<file path="config.mk">
export PLATFORM = sky130hd
export DESIGN_NAME = prang_finish
export DESIGN_NICKNAME = d
export VERILOG_FILES = /design/src/prang_pkg.sv /design/src/prang_finish.sv
export SDC_FILE = /design/constraint.sdc
export NUM_CORES = 1
export LEC_CHECK = 0
export BUFFER_PORTS_ARGS = -buffer_cell sky130_fd_sc_hd__buf_2
export CORE_ASPECT_RATIO = 1.1
export CORE_MARGIN = 4
export CORE_UTILIZATION = 34
export DETAILED_ROUTE_END_ITERATION = 6
export PLACE_DENSITY_LB_ADDON = 0.08
export SYNTH_ARGS = -nofsm -noshare
export SYNTH_HDL_FRONTEND = slang
export SYNTH_SLANG_ARGS = --single-unit
</file>
<file path="constraint.sdc">
create_clock -name vclk -period 3.85
set_input_delay 0.77 -clock vclk [all_inputs]
set_output_delay 0.77 -clock vclk [all_outputs]
set_load 0.05 [all_outputs]
</file>
<file path="src/prang_pkg.sv">
// prang_pkg: shared types, constants and the arctangent table for the pixel ray angle unit
// no dependencies
package prang_pkg;

  localparam int unsigned PixelBits = 12;
  localparam int unsigned AngleIterations = 16;
  localparam int unsigned RegBits = 16;
  localparam int unsigned AngleBits = 17;
  localparam int unsigned PreShift = 10;
  localparam int unsigned NumIter = (AngleIterations > 32) ? 32 : AngleIterations;
  // cordic datapath: |offset| < 2^(PixelBits+4)+2^16, shifted by PreShift, grows ~1.65x
  localparam int unsigned OffBits = ((PixelBits + 4 > RegBits) ? PixelBits + 4 : RegBits) + 1;
  localparam int unsigned XyBits = OffBits + PreShift + 3;
  localparam int unsigned ZBits = 34;
  localparam int unsigned RegIdxBits = 2;
  localparam logic [AngleBits-1:0] HalfPiQ16 = AngleBits'(102944);

  typedef enum logic [RegIdxBits-1:0] {
    REG_FOCAL_X  = 2'd0,
    REG_CENTER_X = 2'd1,
    REG_FOCAL_Y  = 2'd2,
    REG_CENTER_Y = 2'd3
  } reg_idx_e;

  typedef struct packed {
    logic [PixelBits-1:0] pixel_col;
    logic [PixelBits-1:0] pixel_row;
  } in_word_t;

  typedef struct packed {
    logic [AngleBits-1:0] angle_about_x;
    logic [AngleBits-1:0] angle_about_y;
  } out_word_t;

  // one axis as it travels through the cordic stages
  typedef struct packed {
    logic              zero_off;
    logic              zero_focal;
    logic signed [XyBits-1:0] x;
    logic signed [XyBits-1:0] y;
    logic signed [ZBits-1:0]  z;
  } axis_t;

  function automatic logic [ZBits-1:0] atan_q30(input logic [4:0] i);
    logic [ZBits-1:0] r;
    case (i)
      5'd0: r = ZBits'(843314857);
      5'd1: r = ZBits'(497837829);
      5'd2: r = ZBits'(263043837);
      5'd3: r = ZBits'(133525159);
      5'd4: r = ZBits'(67021687);
      5'd5: r = ZBits'(33543516);
      5'd6: r = ZBits'(16775851);
      5'd7: r = ZBits'(8388437);
      5'd8: r = ZBits'(4194283);
      5'd9: r = ZBits'(2097149);
      5'd31: r = '0;
      default: r = ZBits'(64'd1) << (5'd30 - i);
    endcase
    return r;
  endfunction

  function automatic logic signed [XyBits-1:0] shr_tz(input logic signed [XyBits-1:0] v,
                                                     input logic [4:0] s);
    logic [XyBits-1:0] m;
    m = v[XyBits-1] ? XyBits'(-v) : XyBits'(v);
    m = m >> s;
    return v[XyBits-1] ? -$signed(m) : $signed(m);
  endfunction

endpackage

</file>
<file path="src/prang_finish.sv">
// prang_finish: rounds the accumulated angle to 16 fractional bits and clamps it to 0..pi/2;
// zero offset gives 0, zero focal gives pi/2; depends on prang_pkg
module prang_finish (
  input  prang_pkg::axis_t                axis_i,
  output logic [prang_pkg::AngleBits-1:0] angle_o
);
  logic signed [prang_pkg::ZBits-1:0] zr;

  always_comb begin
    zr = (axis_i.z + $signed(prang_pkg::ZBits'(1 << 13))) >>> 14;
    if (axis_i.zero_off) begin
      angle_o = '0;
    end else if (axis_i.zero_focal) begin
      angle_o = prang_pkg::HalfPiQ16;
    end else if (axis_i.z <= 0) begin
      angle_o = '0;
    end else if (zr > $signed(prang_pkg::ZBits'(prang_pkg::HalfPiQ16))) begin
      angle_o = prang_pkg::HalfPiQ16;
    end else begin
      angle_o = prang_pkg::AngleBits'(zr);
    end
  end
endmodule

</file>
Yosys cells after proc, flatten, opt, wreduce, memory -nomap -nowiden
Index checks and enable logic that the tools add are counted.
{"block": "totals", "register_bits": 0, "latchBits": 0, "ram_bits": 0, "mem_bits_ro": 0, "input_bits": 96, "output_inout_bits": 17, "wordCells": 7, "memories": 0}
{"block": "op_classes", "n_addsub": 1, "mul": 0, "n_div": 0, "order_cmp": 2, "n_eq_ne": 0, "n_shift": 0, "muxes": 4, "bitwise_logic": 0, "n_reduce_logical": 0}
{"operator": "$mux 17", "n": 4}
{"operator": "$add 34x15->34 const B", "n": 1}
{"operator": "$le 34x1->1 const B", "n": 1}
{"operator": "$gt 20x18->1 const B", "n": 1}

Longest topological paths before layout
{"block": "logic_depth", "depth_word": 6, "mapped_depth": 11}

Worst setup path after synthesis
No wires, ideal clock.
{"block": "synth_timing", "kind": "input port to output port", "from": "input axis_i[13] (netlist bit)", "to": "output angle_o[1] (netlist bit)", "arrival_time_ns": 3.458, "path_slack_ns": -0.378, "stages": 10, "path_buffers": 1, "cell_sequence": "ha_1 > and4_1 > buf_2 > xnor2_1 > o31a_1 > o41ai_2 > a21oi_1 > o2111ai_2 > nand2_2 > nor3_1"}
{"block": "synth_via", "elab_chain_cells": 6}
{"item": "start: declaration", "line": "prang_finish.sv:4", "source": "input prang_pkg::axis_t axis_i,"}
{"item": "$add 34x15->34", "line": "prang_finish.sv:10", "source": "zr = (axis_i.z + $signed(prang_pkg::ZBits'(1 << 13))) >>> 14;"}
{"item": "$gt 20x18->1", "line": "prang_finish.sv:17", "source": "end else if (zr > $signed(prang_pkg::ZBits'(prang_pkg::HalfPiQ16))) begin"}
{"item": "$mux 17", "line": "prang_finish.sv:17"}
{"item": "$mux 17 *", "line": "prang_finish.sv:15", "source": "end else if (axis_i.z <= 0) begin"}
{"item": "$mux 17 *", "line": "prang_finish.sv:13", "source": "end else if (axis_i.zero_focal) begin"}
{"item": "$mux 17 *", "line": "prang_finish.sv:11", "source": "if (axis_i.zero_off) begin"}
{"item": "end: declaration", "line": "prang_finish.sv:5", "source": "output logic [prang_pkg::AngleBits-1:0] angle_o"}
Mark *: on every way between the ends. The rest lies on a longest branch, timed or not.

Worst setup path in the final report
{"block": "layout_timing", "from": "input axis_i[13] (netlist bit)", "to": "output angle_o[15] (netlist bit)"}
Same word-level chain as after synthesis.

==> flow_metrics.tcl <==
set metrics [dict create \
    max-slew-margin-rel_pct 77.2 \
    synthCells 131 \
    critical_path.max_stage_delay_ns 0.30 \
    pin_count 113 \
    final_common_cell "buf_2" \
    critPathCaptureType "output port" \
    grt_max_degree 13 \
    seq_area_um2 0 \
    grt_pass1_wl_um 5300 \
    drive_above_1_share_pct 53.0 \
    fmax_ghz 0.268 \
    final_cell_mix "buf_2, buf_4, nor3_4, nor2_1, nand3_1" \
    synth_compound_area_share_pct 18.2 \
    antenna_cells 0 \
    synth_top_family_by_area "simple AND/OR/NAND/NOR gates" \
    drc 0 \
    synth_warnings 0 \
    startpoint "axis_i[13]" \
    start_util_pct 36.0 \
    track_usage_pct 17.4 \
    synth-simple-area-share_pct 54.7 \
    hold_viol 0 \
    die-height_um 62.2 \
    drv_cap 0 \
    critPathArrivalTime_ns 2.96 \
    cp_max_fo 7 \
    synth_top_cell_by_area "nor3_2" \
    wl_per_cell_um 14.8 \
    gr-total-overflow 0 \
    min_period_over_period_pct 96.8 \
    setup_violations 0 \
    crit_type "input pin to output port" \
    die_width_um 57.3 \
    path_cells "buf_2 -> buf_4 -> nand3_4 -> nor4_4 -> xnor2_2 -> o41ai_2 -> a21oi_1 -> o2111ai_2 -> nand2_4 -> clkbuf_16 -> o21a_1 -> clkbuf_4" \
    wirelength_um 3420 \
    antenna_found_initial 0 \
    power_mw 0.160 \
    dr.pass1.iters 4 \
    p_leak_nw 0.710 \
    status "completed" \
    detail-route-antenna-nets 0 \
    dieArea_um2 3560 \
    syn-cell-area_um2 908 \
    synth_nets 228 \
    synth-adder-area-share_pct 1.38 \
    worst_pin_slew_ns 0.338 \
    dpl.hpwl_um 2700 \
    yosys-top-cells-area "nor3_2, xnor2_1, nand3_1" \
    place_inst 224 \
    ir_drop_uv 86.7 \
    areaGrowthSynthToFinish_pct 77.0 \
    dr.first_iter.drc_count 36 \
    seq_area_frac_synth_pct 0 \
    p_per_area_nw_per_um2 99.8 \
    final_cells 231 \
    grt_pass1_vias 1262 \
    n_sequential_cell 0 \
    critPathRequiredTime_ns 3.08 \
    gp_congestion 0.833 \
    rows 19 \
    syn_area_per_cell_um2 6.93 \
    vias 1274 \
    hold_start "axis_i[95]" \
    cp-start-kind "input pin" \
    synth-xor-area-share_pct 18.3 \
    slew_violations 0 \
    yosysUniqueCellTypes 39 \
    cts_hold_buf 0 \
    cpMaxStageDelayCell "o41ai_2" \
    fin_util_pct 63.8 \
    period_minus_slack_ns 3.73 \
    core_um2 2520 \
    nClkBuffers 0 \
    min_path_type "input pin to output port" \
    crit_path_end "angle_o[15]" \
    via_per_inst 5.52 \
    synth_top_area_share_pct 13.2 \
    muxShareOfSynthArea_pct 1.10 \
    nNetsFinal 299 \
    io_buffer_count 53 \
]
## worst min-delay path by stage
stage / end / slack (ns) / cells past startpoint
6_report: angle_o[5] / 1.99 / 4
4_1_cts: angle_o[15] / 2.00 / 4
5_1_grt: angle_o[5] / 2.03 / 4
3_5_place_dp: angle_o[15] / 2.00 / 4
3_3_place_gp: angle_o[15] / 1.99 / 4
2_1_floorplan: angle_o[6] / 1.78 / 2
## power breakdown
group / internal (mW) / switching (mW)
Sequential: 0 / 0
Clock: 0 / 0
Combinational: 0.0656 / 0.0948
## logic make-up (layout without fill, tap and decap cells)
group,Yosys count,after routing
xor+xnor,19,19
mux,1,1
compound gates,20,20
buf+inv,12,81
fa+ha+maj,1,1
simple gates,78,78
## worst max-delay path, delay by kind of cell
kind            cells  cell delay (ns)
compound gates      4             0.87
buf+inv             4             0.67
simple gates        3             0.54
xor+xnor            1             0.11
## layout make-up
| cell class | instances | area (um2) |
|---|---|---|
| well taps | 31 | 38.8 |
| repair buffers | 78 | 566 |
| inverters | 3 | 11.3 |
| multi-input cells | 119 | 992 |
| fillers | 252 | 912 |
## metrics by stage
step           TNS [ns]  cell area, um2  hold WS [ns]  setup WS, ns
4_1_cts               0            1410          2.00      0.000193
2_1_floorplan    -0.757             971          1.78        -0.378
3_3_place_gp     -0.426            1390          1.99       -0.0565
6_report              0            1610          1.99         0.122
3_5_place_dp     -0.696            1390          2.00       -0.0823
5_1_grt          -0.365            1610          2.03       -0.0372
## repair_timing
action	in CTS	in global routing
pin swaps	0	11
endpoints found under the hold margin	0	0
endpoints found under the setup margin	12	17
setup buffers	0	6
gates resized for setup	7	36
cloned	0	1
## cells in the mapped netlist (all sizes together)
cell type and n:
nor3 19, ha 1, nor4 9, o2bb2ai 1
a22oi 1, nand4 6, nand3 13, buf 5
or4 1, a21oi 2, a21boi 4, o41ai 1
and3 3, or2 2, mux2i 1, a32o 1
xnor2 13, a31oi 1, inv 3, and2 1
a21o 1, nand2 10, o21ai 1, xor2 6
nor2 11, a41o 1, o21a 2, o211ai 2
clkbuf 4, and4 2, o2111ai 1, nor2b 1
o31a 1
## metal layers
metal	share of wire (%)	GRT usage, %	vias up
li1	-	-	631
met1	40	22.1	584
met2	52	33.1	53
met3	6.1	0.207	6
met4	2.1	1.74	0
met5	0	0	-
Power figures use the tool's default switching activity.
