<file path="src/prang_pkg.sv">
// prang_pkg: shared types, constants and the arctangent table for the pixel ray angle unit
// no dependencies
package prang_pkg;

  localparam int unsigned PixelBits = 12;
  localparam int unsigned AngleIterations = 16;
  localparam int unsigned RegBits = 16;
  localparam int unsigned AngleBits = 17;
  localparam int unsigned PreShift = 10;
  localparam int unsigned NumIter = (AngleIterations > 32) ? 32 : AngleIterations;
  // cordic datapath: |offset| < 2^(PixelBits+4)+2^16, shifted by PreShift, grows ~1.65x
  localparam int unsigned OffBits = ((PixelBits + 4 > RegBits) ? PixelBits + 4 : RegBits) + 1;
  localparam int unsigned XyBits = OffBits + PreShift + 3;
  localparam int unsigned ZBits = 34;
  localparam int unsigned RegIdxBits = 2;
  localparam logic [AngleBits-1:0] HalfPiQ16 = AngleBits'(102944);

  typedef enum logic [RegIdxBits-1:0] {
    REG_FOCAL_X  = 2'd0,
    REG_CENTER_X = 2'd1,
    REG_FOCAL_Y  = 2'd2,
    REG_CENTER_Y = 2'd3
  } reg_idx_e;

  typedef struct packed {
    logic [PixelBits-1:0] pixel_col;
    logic [PixelBits-1:0] pixel_row;
  } in_word_t;

  typedef struct packed {
    logic [AngleBits-1:0] angle_about_x;
    logic [AngleBits-1:0] angle_about_y;
  } out_word_t;

  // one axis as it travels through the cordic stages
  typedef struct packed {
    logic              zero_off;
    logic              zero_focal;
    logic signed [XyBits-1:0] x;
    logic signed [XyBits-1:0] y;
    logic signed [ZBits-1:0]  z;
  } axis_t;

  function automatic logic [ZBits-1:0] atan_q30(input logic [4:0] i);
    logic [ZBits-1:0] r;
    case (i)
      5'd0: r = ZBits'(843314857);
      5'd1: r = ZBits'(497837829);
      5'd2: r = ZBits'(263043837);
      5'd3: r = ZBits'(133525159);
      5'd4: r = ZBits'(67021687);
      5'd5: r = ZBits'(33543516);
      5'd6: r = ZBits'(16775851);
      5'd7: r = ZBits'(8388437);
      5'd8: r = ZBits'(4194283);
      5'd9: r = ZBits'(2097149);
      5'd31: r = '0;
      default: r = ZBits'(64'd1) << (5'd30 - i);
    endcase
    return r;
  endfunction

  function automatic logic signed [XyBits-1:0] shr_tz(input logic signed [XyBits-1:0] v,
                                                     input logic [4:0] s);
    logic [XyBits-1:0] m;
    m = v[XyBits-1] ? XyBits'(-v) : XyBits'(v);
    m = m >> s;
    return v[XyBits-1] ? -$signed(m) : $signed(m);
  endfunction

endpackage

</file>
<file path="src/prang_cordic_step.sv">
// prang_cordic_step: one registered vectoring cordic rotation for both axes
// depends on prang_pkg
module prang_cordic_step (
  input  logic             clk_i,
  input  logic             rst_ni,
  input  logic             en_i,
  input  logic [4:0]       iter_i,
  input  logic             valid_i,
  input  prang_pkg::axis_t ax_i,
  input  prang_pkg::axis_t ay_i,
  output logic             valid_o,
  output prang_pkg::axis_t ax_o,
  output prang_pkg::axis_t ay_o
);
  logic valid_q;
  prang_pkg::axis_t ax_q, ax_d, ay_q, ay_d;

  function automatic prang_pkg::axis_t rot(input prang_pkg::axis_t a, input logic [4:0] i);
    prang_pkg::axis_t r;
    logic signed [prang_pkg::XyBits-1:0] xs, ys;
    r = a;
    xs = prang_pkg::shr_tz(a.x, i);
    ys = prang_pkg::shr_tz(a.y, i);
    if (a.y > 0) begin
      r.x = a.x + ys;
      r.y = a.y - xs;
      r.z = a.z + $signed(prang_pkg::atan_q30(i));
    end else begin
      r.x = a.x - ys;
      r.y = a.y + xs;
      r.z = a.z - $signed(prang_pkg::atan_q30(i));
    end
    return r;
  endfunction

  assign ax_d = rot(ax_i, iter_i);
  assign ay_d = rot(ay_i, iter_i);

  always_ff @(posedge clk_i or negedge rst_ni) begin
    if (!rst_ni) begin
      valid_q <= 1'b0;
    end else if (en_i) begin
      valid_q <= valid_i;
    end
  end

  always_ff @(posedge clk_i) begin
    if (en_i) begin
      ax_q <= ax_d;
      ay_q <= ay_d;
    end
  end

  assign valid_o = valid_q;
  assign ax_o = ax_q;
  assign ay_o = ay_q;
endmodule

</file>
<file path="config.mk">
export PLATFORM = sky130hd
export DESIGN_NAME = prang_cordic_step
export DESIGN_NICKNAME = d
export VERILOG_FILES = /design/src/prang_pkg.sv /design/src/prang_cordic_step.sv
export SDC_FILE = /design/constraint.sdc
export NUM_CORES = 1
export LEC_CHECK = 0
export ABC_AREA = 1
export ABC_CLOCK_PERIOD_IN_PS = 1250
export BUFFER_PORTS_ARGS = -buffer_cell sky130_fd_sc_hd__buf_2
export CAP_MARGIN = 30
export CELL_PAD_IN_SITES_DETAIL_PLACEMENT = 1
export CELL_PAD_IN_SITES_GLOBAL_PLACEMENT = 1
export CORE_MARGIN = 2
export CORE_UTILIZATION = 40
export DETAILED_ROUTE_END_ITERATION = 8
export MAX_ROUTING_LAYER = met4
export PLACE_DENSITY = 0.86
export RECOVER_POWER = 25
export SLEW_MARGIN = 20
export SYNTH_ARGS = -nofsm -noshare
export SYNTH_HDL_FRONTEND = slang
export SYNTH_SLANG_ARGS = --single-unit
</file>
<file path="constraint.sdc">
create_clock -name clk_i -period 1.25 [get_ports clk_i]
set_input_delay 0.0625 -clock clk_i [delete_from_list [all_inputs] [get_ports clk_i]]
set_output_delay 0.0625 -clock clk_i [all_outputs]
set_load 0.01 [all_outputs]
</file>
==> flow_metrics.tcl, run 1 <==
set metrics [dict create \
    yosys.area_share.simple 0.476 \
    io_buffers 393 \
    num_io_pins 394 \
    avgSynthCellArea_um2 5.82 \
    htree_levels 4 \
    postSynthCellCount 5582 \
    cts_buffer_depth 2 \
    yosysSeqAreaShare 0.178 \
    synthesis.area_um2 32500 \
    num_rows 104 \
    gp_congestion 1.03 \
    lastStage "clock tree synthesis (4_1_cts)" \
    synth_edf_count 192 \
    synth_cell_types 61 \
    synthFlopType "edfxtp_1" \
    tool.error "[ERROR DPL-0033] detailed placement checks failed during check placement." \
    holdBufCountCts 10 \
    synth_mux_area_frac 0.000655 \
    ys_warn_count 0 \
    place_ws_ns -5.61 \
    die_h_um 289 \
    synth-xor-area-share 0.0821 \
    start_util 0.404 \
    ys_async_sr_fraction 0.00518 \
    synth-seq-cells 193 \
    cts_buffers 17 \
    hpwl_mm 185 \
    clkSinkCount 193 \
    synthAdderAreaFrac 0.0800 \
    status "stopped before the end" \
    root_buffer "clkbuf_16" \
    synth_compound_area_frac 0.0985 \
    post_cts_buffers 271 \
    cts_resized 1582 \
    synth_top_family_by_area "simple AND/OR/NAND/NOR gates" \
    syn_nets 5987 \
    die_width_um 289 \
]
cells by family after synthesis:
logic type / count (synthesis)
xor gates and xnor gates: 302
adders and majority gates: 204
and+or+nand+nor: 3582
DFF: 193
muxes: 2
buffers and inverters: 707
AOI/OAI and AO/OA: 592
synth_stat cells (all sizes together), types with 2 or more instances:
| cell type | instances | area share |
|---|---|---|
| fa | 6 | 0.0037 |
| a21o | 6 | 0.0014 |
| clkinv | 2 | 0.00023 |
| clkbuf | 57 | 0.0066 |
| nand2 | 1844 | 0.21 |
| xor2 | 191 | 0.052 |
| xnor2 | 110 | 0.030 |
| nor3b | 2 | 0.00046 |
| o21a | 4 | 0.00092 |
| a21oi | 237 | 0.037 |
| o21ai | 263 | 0.041 |
| a311oi | 2 | 0.00054 |
| edfxtp | 192 | 0.18 |
| buf | 137 | 0.019 |
| a211oi | 5 | 0.0012 |
| inv | 511 | 0.059 |
| nor2 | 535 | 0.066 |
| nand4 | 72 | 0.014 |
| and2 | 5 | 0.00096 |
| o221ai | 3 | 0.00081 |
| o21bai | 10 | 0.0023 |
| or2 | 8 | 0.0015 |
| nor3 | 29 | 0.0045 |
| o211ai | 10 | 0.0023 |
| o22ai | 4 | 0.00077 |
| a22oi | 3 | 0.00069 |
| o2111ai | 2 | 0.00054 |
| nand3 | 1023 | 0.16 |
| o41ai | 2 | 0.00054 |
| a21boi | 10 | 0.0023 |
| ha | 198 | 0.076 |
| a31oi | 19 | 0.0037 |
| nor4 | 10 | 0.0024 |
| and3 | 2 | 0.00039 |
| nand3b | 51 | 0.012 |
| o311ai | 3 | 0.00081 |
| o31ai | 5 | 0.0012 |
through the flow:
stage / util / instance area [um^2] / hold WS (ns) / instances
detailed placement: 0.615 / 49500 / -0.149 / 8576
global placement: 0.615 / 49500 / -0.163 / 8576
floorplan: - / 33400 / -0.233 / 5582
==> inputs of run 2 (changes only) <==
CELL_PAD_IN_SITES_DETAIL_PLACEMENT = not set   (was 1)
CELL_PAD_IN_SITES_GLOBAL_PLACEMENT = not set   (was 1)
CORE_UTILIZATION = 25   (was 40)
MAX_ROUTING_LAYER = not set   (was met4)
PLACE_DENSITY = not set   (was 0.86)
PLACE_DENSITY_LB_ADDON = 0.15   (was not set)
==> flow_metrics.tcl, run 2 <==
set metrics [dict create \
    cts_buffers 17 \
    peakVddDrop_v 0.00130 \
    num_vias 45000 \
    leakage_uw 0.0301 \
    totalPowerFinal_uw 55100 \
    clkSinkCount 193 \
    clk_latency_ns 0.55 \
    max-slew-margin-rel 0.585 \
    cellPowerDensity_nw_per_um2 915 \
    syn_nets 5987 \
    crit_required_ns 1.57 \
    grt_pass1_wl_mm 242 \
    place_area_um2 50500 \
    die_h_um 364 \
    slowest_stage "ha_1" \
    num_rows 132 \
    synthFlopType "edfxtp_1" \
    coreArea_um2 129000 \
    cts_buffer_depth 2 \
    cts_tree "done" \
    grt_pass1_vias 43000 \
    synthesis.area_um2 32500 \
    drc 0 \
    synth-seq-cells 193 \
    max_stage_delay_ns 0.35 \
    ys_warn_count 0 \
    grt_setup_unrepaired "true" \
    min_period_over_period 3.86 \
    routed_wl_mm 163 \
    clk_pin_slew_ns 0.11 \
    crit_family "simple AND/OR/NAND/NOR gates" \
    hp-class "in -> reg" \
    hpwl_mm 134 \
    io_buffers 393 \
    synth.most_common_cell "nand2_1" \
    firstDrtPassIters 7 \
    layout.nets 8213 \
    synth_edf_count 192 \
    critPathMaxFanout 4 \
    slew_violations 0 \
    antenna_found_initial 2 \
    die_area_um2 133000 \
    overflow 0 \
    die_width_um 364 \
    postSynthCellCount 5582 \
    status "finished with violations" \
    synth_area_leaders "nand2_1 (21%), edfxtp_1 (18%), nand3_1 (16%), ha_1 (7.6%), nor2_1 (5.8%)" \
    final_common_cell "buf_4" \
    root_buffer "clkbuf_16" \
    violations "negative hold slack, negative setup slack" \
    cp-end-kind "flip-flop" \
    wl_per_cell_um 17.1 \
    whs_ns -0.0694 \
    final_cell_mix "buf_4 (1,836), nand2_1 (1,490), nand3_1 (670), inv_1 (436), buf_2 (365)" \
    cap_violations 0 \
    synthTopCellsByCount "nand2_1 (1,824), nand3_1 (1,018), nor2_1 (503)" \
    htree_levels 4 \
    worstSetupStartpointType "primary input" \
    num_io_pins 394 \
    fmax_mhz 207 \
    place_ws_ns -4.56 \
    period_minus_slack_ns 4.82 \
    final_antenna_net_count 0 \
    n_fill_cell 13500 \
    drive_above_1_share 0.491 \
    synth_top_area_share 0.211 \
    finalSetupViolations 327 \
    grtUsageTotal 0.235 \
    post_drt_via_cell_ratio 4.70 \
    start_util 0.251 \
    final.setup_skew_ns 0 \
    fin_ws_ns -3.57 \
    critPathArrivalTime_ns 5.14 \
    cpMostUsedCell "nand3_4" \
    drt_iter0_drc 2629 \
    synth_cell_types 61 \
    syn2layout_area_growth_pct 85.4 \
    ys_async_sr_fraction 0.00518 \
    hold_viol 4 \
    gp_congestion 0.991 \
    fin_area_um2 60200 \
    worst_slew_pin_slew_ns 0.622 \
    critPathBufInv 8 \
    holdBufCountCts 10 \
    yosysSeqAreaShare 0.178 \
    synth_top_area_cell "nand2_1" \
    final_util 0.466 \
    avgSynthCellArea_um2 5.82 \
    grt_max_degree 47 \
    crit_type "in -> reg" \
]
==> run 2: cell counts after synthesis <==
Identical to the previous run, type by type.
==> run 2: cells by family after synthesis <==
family	synth area share
buffers and inverters	0.0847
xor gates and xnor gates	0.0821
AOI/OAI and AO/OA	0.0985
and+or+nand+nor	0.476
adders and majority gates	0.0800
DFF	0.178
muxes	0.000655
==> run 2: metal layers <==
layer	vias to the layer above	track usage	part of all wire	routed length (um)
li1	23000	-	-	-
met1	21100	0.311	0.46	74500
met2	764	0.413	0.49	80200
met3	118	0.0191	0.032	5150
met4	0	0.0503	0.020	3290
met5	-	0	0	0
==> run 2: final cells by class <==
class	instances	area (um^2)	area share
clock buffers	17	425	0.00707
diodes	1	2.50	0.0000416
inverters	513	2060	0.0343
repair buffers	2401	18200	0.303
well taps	1742	2180	0.0362
flip-flops and latches	193	5790	0.0962
clock inverters	15	209	0.00347
multi-input cells	4682	31300	0.520
==> run 2: stage by stage <==
stage	cells	setup TNS (ns)
floorplan	5582	-451.08
global placement	9307	-654.17
detailed placement	9307	-655.03
CTS	9513	-471.74
global route	9564	-543.56
finish	9564	-478.29
==> run 2: timing repair <==
| item | CTS | global route |
|---|---|---|
| endpoints found under the hold margin | 43 | 4 |
| gates resized for setup | 585 | 1125 |
| endpoints found under the setup margin | 203 | 200 |
| gates cloned | 1 | 0 |
| pin swaps | 257 | 538 |
| setup buffers | 165 | 122 |
==> run 2: path summary, 6_finish.rpt <==
path / start / end / slack, ns / cells after the start
setup / recovery: ax_i[64] / ax_o[63] / -3.57 / 45
hold / removal: ax_i[1] / ax_o[1] / -0.07 / 2
setup reg to reg: valid_o / valid_o / 0.52 / 1
hold reg to reg: valid_o / valid_o / 0.51 / 1
max in group asynchronous: rst_ni / valid_o / 0.81 / 3
min in group asynchronous: rst_ni / valid_o / 0.34 / 3
==> run 2: power by group <==
group | internal, uW | switching (uW)
clock network | 2800 | 3580
registers | 9710 | 528
logic | 18800 | 19700
No activity file was read; power rests on OpenSTA's default activity.
