## config.mk

```make
export PLATFORM = sky130hd
export DESIGN_NAME = prang_prep
export DESIGN_NICKNAME = d
export VERILOG_FILES = /design/src/prang_pkg.sv /design/src/prang_prep.sv
export SDC_FILE = /design/constraint.sdc
export NUM_CORES = 1
export LEC_CHECK = 0
export BUFFER_PORTS_ARGS = -buffer_cell sky130_fd_sc_hd__buf_2
export CAP_MARGIN = 15
export CORE_MARGIN = 2
export CORE_UTILIZATION = 44
export DETAILED_ROUTE_END_ITERATION = 12
export PLACE_DENSITY = 0.84
export SLEW_MARGIN = 20
export SYNTH_ARGS = -nofsm -noshare
export SYNTH_HDL_FRONTEND = slang
export SYNTH_SLANG_ARGS = --single-unit
```

## constraint.sdc

```tcl
create_clock -name vclk -period 3
set_input_delay 0.15 -clock vclk [all_inputs]
set_output_delay 0.15 -clock vclk [all_outputs]
set_load 0.01 [all_outputs]
```

## src/prang_pkg.sv

```systemverilog
// prang_pkg: shared types, constants and the arctangent table for the pixel ray angle unit
// no dependencies
package prang_pkg;

  localparam int unsigned PixelBits = 12;
  localparam int unsigned AngleIterations = 16;
  localparam int unsigned RegBits = 16;
  localparam int unsigned AngleBits = 17;
  localparam int unsigned PreShift = 10;
  localparam int unsigned NumIter = (AngleIterations > 32) ? 32 : AngleIterations;
  // cordic datapath: |offset| < 2^(PixelBits+4)+2^16, shifted by PreShift, grows ~1.65x
  localparam int unsigned OffBits = ((PixelBits + 4 > RegBits) ? PixelBits + 4 : RegBits) + 1;
  localparam int unsigned XyBits = OffBits + PreShift + 3;
  localparam int unsigned ZBits = 34;
  localparam int unsigned RegIdxBits = 2;
  localparam logic [AngleBits-1:0] HalfPiQ16 = AngleBits'(102944);

  typedef enum logic [RegIdxBits-1:0] {
    REG_FOCAL_X  = 2'd0,
    REG_CENTER_X = 2'd1,
    REG_FOCAL_Y  = 2'd2,
    REG_CENTER_Y = 2'd3
  } reg_idx_e;

  typedef struct packed {
    logic [PixelBits-1:0] pixel_col;
    logic [PixelBits-1:0] pixel_row;
  } in_word_t;

  typedef struct packed {
    logic [AngleBits-1:0] angle_about_x;
    logic [AngleBits-1:0] angle_about_y;
  } out_word_t;

  // one axis as it travels through the cordic stages
  typedef struct packed {
    logic              zero_off;
    logic              zero_focal;
    logic signed [XyBits-1:0] x;
    logic signed [XyBits-1:0] y;
    logic signed [ZBits-1:0]  z;
  } axis_t;

  function automatic logic [ZBits-1:0] atan_q30(input logic [4:0] i);
    logic [ZBits-1:0] r;
    case (i)
      5'd0: r = ZBits'(843314857);
      5'd1: r = ZBits'(497837829);
      5'd2: r = ZBits'(263043837);
      5'd3: r = ZBits'(133525159);
      5'd4: r = ZBits'(67021687);
      5'd5: r = ZBits'(33543516);
      5'd6: r = ZBits'(16775851);
      5'd7: r = ZBits'(8388437);
      5'd8: r = ZBits'(4194283);
      5'd9: r = ZBits'(2097149);
      5'd31: r = '0;
      default: r = ZBits'(64'd1) << (5'd30 - i);
    endcase
    return r;
  endfunction

  function automatic logic signed [XyBits-1:0] shr_tz(input logic signed [XyBits-1:0] v,
                                                     input logic [4:0] s);
    logic [XyBits-1:0] m;
    m = v[XyBits-1] ? XyBits'(-v) : XyBits'(v);
    m = m >> s;
    return v[XyBits-1] ? -$signed(m) : $signed(m);
  endfunction

endpackage

```

## src/prang_prep.sv

```systemverilog
// prang_prep: forms offset magnitude and scaled focal length for one axis
// depends on prang_pkg
module prang_prep (
  input  logic [prang_pkg::PixelBits-1:0] pixel_i,
  input  logic [prang_pkg::RegBits-1:0]   center_i,
  input  logic [prang_pkg::RegBits-1:0]   focal_i,
  output prang_pkg::axis_t                axis_o
);
  logic signed [prang_pkg::OffBits-1:0] off;
  logic [prang_pkg::OffBits-1:0] mag;

  always_comb begin
    off = $signed(prang_pkg::OffBits'({pixel_i, 4'b0000}))
        - $signed(prang_pkg::OffBits'(center_i));
    mag = off[prang_pkg::OffBits-1] ? prang_pkg::OffBits'(-off) : prang_pkg::OffBits'(off);
    axis_o.zero_off   = (mag == '0);
    axis_o.zero_focal = (focal_i == '0);
    axis_o.x = $signed(prang_pkg::XyBits'(focal_i) << prang_pkg::PreShift);
    axis_o.y = $signed(prang_pkg::XyBits'(mag) << prang_pkg::PreShift);
    axis_o.z = '0;
  end
endmodule

```

# [Yosys cells after proc, flatten, opt, wreduce, memory -nomap -nowiden]
# Cells that the tools add are included.
[classes] add_sub_neg=2 n_mux=1 n_reduce_logical=2
[ops] cell="$logic_not 17->1" count=1
[ops] cell="$mux 17" count=1
[ops] cell="$neg 17->17" count=1
[ops] cell="$sub 16x16->17" count=1
[ops] cell="$logic_not 16->1" count=1
[word_totals] ff_bits=0 input_bits=44 out_inout_bits=96 elab_cells=5

# [Logic depth before layout (Yosys ltp)]
# Gate-level depths: netlist of the first run.
[logic_depth] depth_word=4 mapped_depth=13 ltp_nobuf=11

# [Least setup slack after synthesis of the first run]
# OpenSTA, ideal clock, no wires.
[synth_path] kind="input-to-output" start="input port center_i[6] (netlist name)" end="output port axis_o[95] (netlist name)" arrival_time_ns=2.577 t_required_ns=2.850 path_slack_ns=0.273 cell_stages=12 path_buffers=1 path_cell_list="inv_1 ha_1 buf_4 a21o_1 a31o_1 a22o_1 o41a_1 xor2_1 and3b_1 a21oi_1 a21o_1 nor4_2"
[synth_lines] element="from (decl)" line="prang_prep.sv:5" source="input logic [prang_pkg::RegBits-1:0] center_i,"
[synth_lines] element="to (decl)" line="prang_prep.sv:7" source="output prang_pkg::axis_t axis_o"

==> results.md, run 1 <==
- IR drop worst, VDD: around 0.11 mV
- Hold endpoint: axis_o[75]
- Critical Path Fanout Max: 7
- Area growth syn-to-layout: 16.2%
- Avg Cell Area, Syn: about 7.1 µm²
- Worst min-delay path startpoint: focal_i[1]
- Overall Global Routing Usage: ~16%
- Status: complete, no violations
- Met2 WL: around 2800 µm
- Cell count after synthesis: 289
- Leading area contributor after synthesis: buf_4
- Final setup margin: ~0.13 ns
- Sequential fraction of the synthesis area: 0%
- Metal1 wirelength: around 1900 µm
- Row cnt: 24
- HP Class: primary input to primary output
- Layout cell share with drive strength beyond 1: between 30 and 40%
- Fin nets: 418
- Die height: 72.1 µm
- Fillers: roughly 440
- Synth cell types: 59
- Pre-Repair DR Iteration Count: 4
- Pwr dens: 262 nW/µm²
- FF+latch area: 0 µm²
- Final GP Congestion: 0.894
- Seq cells: 0
- Min Clock Period, post-route: about 2.9 ns
- Drt total wl: between 5000 and 6000 µm
- DRC Markers: 0
- Hold slack: approximately 0.50 ns
- Hpwl dp: about 4200 µm
- Io pins: 140
- Die area: 5200 µm²
- First-pass GRT wire length: 7180 µm
- Fmax: approximately 350 MHz
- Routed length per instance: 12.5 µm
- Vias per cell: 5.06
- Placeable Area: ~4400 µm²
- Vias in the first global route: about 1,700
- Final ANT Viol Nets: 0
- Die W: 72.1 µm
- Diode count: 0
- Layout Cells excl Fill: between 400 and 500
- Worst EP required: between 2 and 3 ns
- Most common cell in the synthesized netlist: buf_4
- Uppermost layer routed: met4
- Post-Syn Area: 2040 µm²
- Tcrit/Tclk final: a little over nine tenths
- CP Class: primary input to primary output
- Vias: slightly above 2,000
- First DRT Iteration DRCs: 84
- Yosys top cell area share: roughly 29%
- Critical path endpoint category: primary output
- Max Slew Vio Count: 0
- Leading post-synthesis cells by cell area: buf_4 29%, ha_1 8.6%, xor2_1 6.4%
- Utilization after layout: 53.8%
- P_leak: 1.22 nW
- Hold Path Stages: 2
- Worst setup SP type: primary input
- Grt ovf: 0
- Final Hold Viols: 0
- Area of the multi-input gates: 1720 µm²
- Synth warn: 0
- # clk buffers: 0
- DR WL met3: around 400 µm
- PortBufs: 79
- Post-Place Cells: between 400 and 500
- Number of max-capacitance violations reported: 0
- Total power: 0.622 mW
- Setup WS pre-CTS: -0.0483 ns
- Top post-synthesis cells by count: 80 x buf_4, 17 x inv_1, 17 x nor2_1
- Initial antenna violation count: 0
- Finish-stage setup viols: 0
- Pin count of the biggest net entering global routing: 11
- Critical Path AT: 2.72 ns
- Initial core utilization: between 40 and 50%
layout make-up:
type                            instances  area share, %
Inverter                               17           2.69
Multi-Input combinational cell        245           72.5
Tap cell                               52           2.74
Timing Repair Buffer                   96           22.0
routing by layer:
metal,GRT usage [%],vias up
met5,0,-
met3,0.694,2
li1,-,1013
met4,0.629,0
met2,33.8,115
met1,18.5,943
how the worst max path moves through the flow:
stage / slack, ns / cells past startpoint / endpoint / from
after CTS: 0.0004 / 13 / axis_o[95] / center_i[4]
after global routing: -0.05 / 13 / axis_o[95] / center_i[6]
after global placement: 0.03 / 12 / axis_o[95] / pixel_i[0]
final: 0.13 / 12 / axis_o[95] / pixel_i[3]
after floorplan: 0.27 / 12 / axis_o[95] / center_i[6]
after detailed placement: -0.05 / 12 / axis_o[95] / pixel_i[0]
power by group:
part | switching [mW] | internal (mW)
Sequential | 0 | 0
Combinational | 0.364 | 0.258
Clock | 0 | 0
Total | 0.364 | 0.258
layout by cell type, fill, tap and decap left out, types with 5 or more instances in the layout:
cell type,netlist,layout
a21o_1,8,7
a21oi_1,15,13
and2_1,5,5
buf_2,2,79
buf_4,80,17
conb_1,1,61
ha_1,14,11
inv_1,17,17
nand2_1,16,16
nor2_1,17,16
o21ai_0,6,6
xnor2_1,11,11
xor2_1,15,14
logic make-up (layout without fill, tap and decap cells):
kind of cell	after synthesis	count (layout)	synth area share, %
AOI/OAI and AO/OA	65	65	22.7
xor gates and xnor gates	27	27	11.9
and+or+nand+nor	76	76	21.1
buffers and inverters	104	113	34.5
adders and majority gates	14	14	8.57
muxes	2	2	1.04
other	1	61	0.184
worst max-delay path: stages:
cell and delay (ns):
buf_2 0.10, ha_1 0.32, buf_4 0.18, a31o_4 0.25, a22o_1 0.24, o41a_1 0.37, xor2_1 0.17, and3b_1 0.26
a21oi_1 0.07, a21o_1 0.20, nor4_2 0.23, buf_2 0.17
what timing repair did:
action	CTS	global route
setup endpoints to repair	1	2
setup buffers	0	3
pin swaps	0	11
hold buffers	0	0
resized for setup	6	23
stage by stage:
step	instance area, µm²	TNS (ns)
after floorplan	2270	0
after global placement	2190	0
after detailed placement	2190	-0.0483
after CTS	2210	0
after global routing	2370	-0.0548
final	2370	0
No activity file was read; power rests on OpenSTA's default activity.
==> inputs of run 2 (changes only) <==
ABC_AREA = 1   (was not set)
CORE_UTILIZATION = 46   (was 44)
==> run 2 against run 1 <==
  * Combinational power decreased by 13%
  * Area after synthesis increased by 14%
  * Wire length decreased by 1.9%
  * Sequential share of layout area unchanged
  * Non-clock buffer count decreased by 17
  * Power decreased by 13%
  * Cell area increased by 2.0%
  * Count of clock-buffer cells in the layout unchanged
==> results.md, run 2 <==
- Fillers: 546 (+23%)
- Die area: 5660 µm² (+8.7%)
- # clk buffers: 0 (unchanged)
- Final setup margin: 0.570 ns (+0.439 ns)
- Post-cts sizing count: 0 (-6)
- Critical path endpoint category: primary output
- Finish-stage setup viols: 0 (unchanged)
- Max Slew Vio Count: 0 (unchanged)
- Vias in the first global route: 1,894 (+10%)
- Switch share: 65.5% (+7.0 points)
- Top post-synthesis cells by count: 127 x nand2_1, 78 x buf_4, 64 x inv_1
- Commonest non-fill, non-tap cell in the layout: nand2_1
- Diode count: 0 (unchanged)
- Fmax: 412 MHz (+18%)
- Final GP Congestion: 0.888 (-0.66%)
- Pwr dens: 224 nW/µm² (-14%)
- Vias: 2,481 (+20%)
- Pint: 0.187 mW (-27%)
- Post-Syn Area: 2330 µm² (+14%)
- Worst EP required: 2.85 ns (about the same)
- Io pins: 140 (unchanged)
- Fin Setup TNS: 0 ns (unchanged)
- Tcrit/Tclk final: 81.0% (-15 points)
- Seq cells: 0 (unchanged)
- NetSw: 0.356 mW (-2.2%)
- Placeable Area: 4820 µm² (+9.1%)
- Area growth syn-to-layout: 3.75%
- Worst setup SP type: primary input
- Pin count of the biggest net entering global routing: 21 (+10)
- Critical Path Fanout Max: 20 (+13)
- Total power: 0.543 mW (-13%)
- Synth warn: 0 (unchanged)
- # hold bufs at CTS: 0 (unchanged)
- Sequential fraction of the synthesis area: 0% (unchanged)
- Initial core utilization: 48.4% (+2.2 points)
- Final Hold Viols: 0 (unchanged)
- Overall Global Routing Usage: 16.4% (+0.21 points)
- Placed Area: 2420 µm² (+10%)
- Comb pwr share: 100.0% (about the same)
- Area of the multi-input gates: 1680 µm² (-2.2%)
- Fin nets: 545 (+30%)
- Commonest cells after routing, fill and taps aside: 127 x nand2_1, 79 x buf_2, 64 x inv_1, 61 x conb_1, 34 x nand3_1
- PortBufs: 79 (unchanged)
- Grt ovf: 0 (unchanged)
- Synth cell types: 31 (-47%)
- DRC Markers: 0 (unchanged)
- Cell count after synthesis: 426 (+47%)
- Setup WS pre-CTS: 0.533 ns (+0.581 ns)
- Critical Path AT: 2.28 ns (-0.44 ns)
- First-pass GRT wire length: 7650 µm (+6.5%)
- P_leak: 1.60 nW (+31%)
- Layout cell share with drive strength beyond 1: 24.5% (-11 points)
- Die W: 75.2 µm (+4.3%)
- HP Class: primary input to primary output
- Pre-Repair DR Iteration Count: 4 (unchanged)
- Row cnt: 25 (+4.2%)
- Number of max-capacitance violations reported: 0 (unchanged)
- Drt total wl: 5030 µm (-1.9%)
- Routed length per instance: 9.11 µm (-27%)
- Leading area contributor after synthesis: buf_4
- Sequential Power Share: 0% (unchanged)
- Initial antenna violation count: 0 (unchanged)
- Design Area, Final: 2420 µm² (+2.0%)
- IR drop worst, VDD: 0.101 mV (-4.5%)
- CP Class: primary input to primary output
- RSZ-0062 raised after global routing: false
- Min Clock Period, post-route: 2.43 ns (-0.439 ns)
- Vias per cell: 4.49 (-11%)
- FF+latch area: 0 µm² (unchanged)
- Hpwl dp: 4590 µm (+10%)
- Status: complete, no violations
- Leading post-synthesis cells by cell area: buf_4 25%, nand2_1 20%, inv_1 10%
- Die height: 75.2 µm (+4.3%)
- First DRT Iteration DRCs: 97 (+15%)
- Post-CTS setup buffers: 0 (unchanged)
- Avg Cell Area, Syn: 5.48 µm² (-23%)
- Final ANT Viol Nets: 0 (unchanged)
- Most common cell in the synthesized netlist: nand2_1
- Clock Power Share: 0% (unchanged)
- Yosys top cell area share: 25.1% (-4.3 points)
[run 2: cell types whose count changed in the layout (fill, tap and decap cells not counted), moves of 11 or more]
| cell | before | now |
|---|---|---|
| nand2_1 | 16 | 127 |
| inv_1 | 17 | 64 |
| nand3_1 | 3 | 34 |
| nand2_2 | 0 | 21 |
| buf_4 | 17 | 0 |
| nor2_1 | 16 | 31 |
| xnor2_1 | 11 | 0 |
[run 2: per-layer routing]
metal,part of all wire [%],vias to the layer above,global-route usage [%]
met5,0,-,0
met4,0,0,0
met3,8.5,0,0
met2,49,123,33.2
met1,42,1064,20.4
li1,-,1294,-
[run 2: stage by stage]
step                hold WS, ns  cells  utilization (%)
floorplan                 0.392    486                -
CTS                       0.500    552             50.3
finish                    0.499    552             50.3
global route              0.513    552             50.3
detailed placement        0.500    552             50.3
global placement          0.498    552             50.3
[run 2: power by group through the flow]
stage	registers, mW	clock network [mW]	logic, mW
after floorplan	0	0	0.475
after global placement	0	0	0.532
after detailed placement	0	0	0.543
after CTS	0	0	0.544
after global routing	0	0	0.616
final	0	0	0.543
[run 2: path summary, 6_finish.rpt]
path,startpoint,endpoint,cells past startpoint
worst max-delay path,pixel_i[6],axis_o[95],18
worst min-delay path,focal_i[0],axis_o[74],2
[run 2: cells by family after synthesis]
kind of cell | after synthesis | synth area share [%]
AOI/OAI and AO/OA | 15 | 4.40
xor gates and xnor gates | 6 | 2.57
adders and majority gates | 14 | 7.51
buffers and inverters | 148 | 37.5
other | 1 | 0.161
and+or+nand+nor | 242 | 47.9
[run 2: area by class of cell]
| type | count | share of cell area (%) |
|---|---|---|
| multi-input combinational | 338 | 69.6 |
| tap | 67 | 3.46 |
| timing repair buffer | 79 | 16.3 |
| inverter | 68 | 10.6 |
[run 2: worst max-delay path, cell delays in order]
cell	delay, ns
buf_2	0.10
ha_1	0.37
nand2_2	0.14
inv_1	0.08
a21oi_4	0.17
nand3_2	0.12
nand2_2	0.09
nand2_4	0.08
inv_4	0.21
nand2_2	0.08
nand2_1	0.06
nand2_1	0.08
nor2_1	0.09
nand2_1	0.05
nor2_1	0.11
nand2_1	0.06
nor2_1	0.09
buf_2	0.14
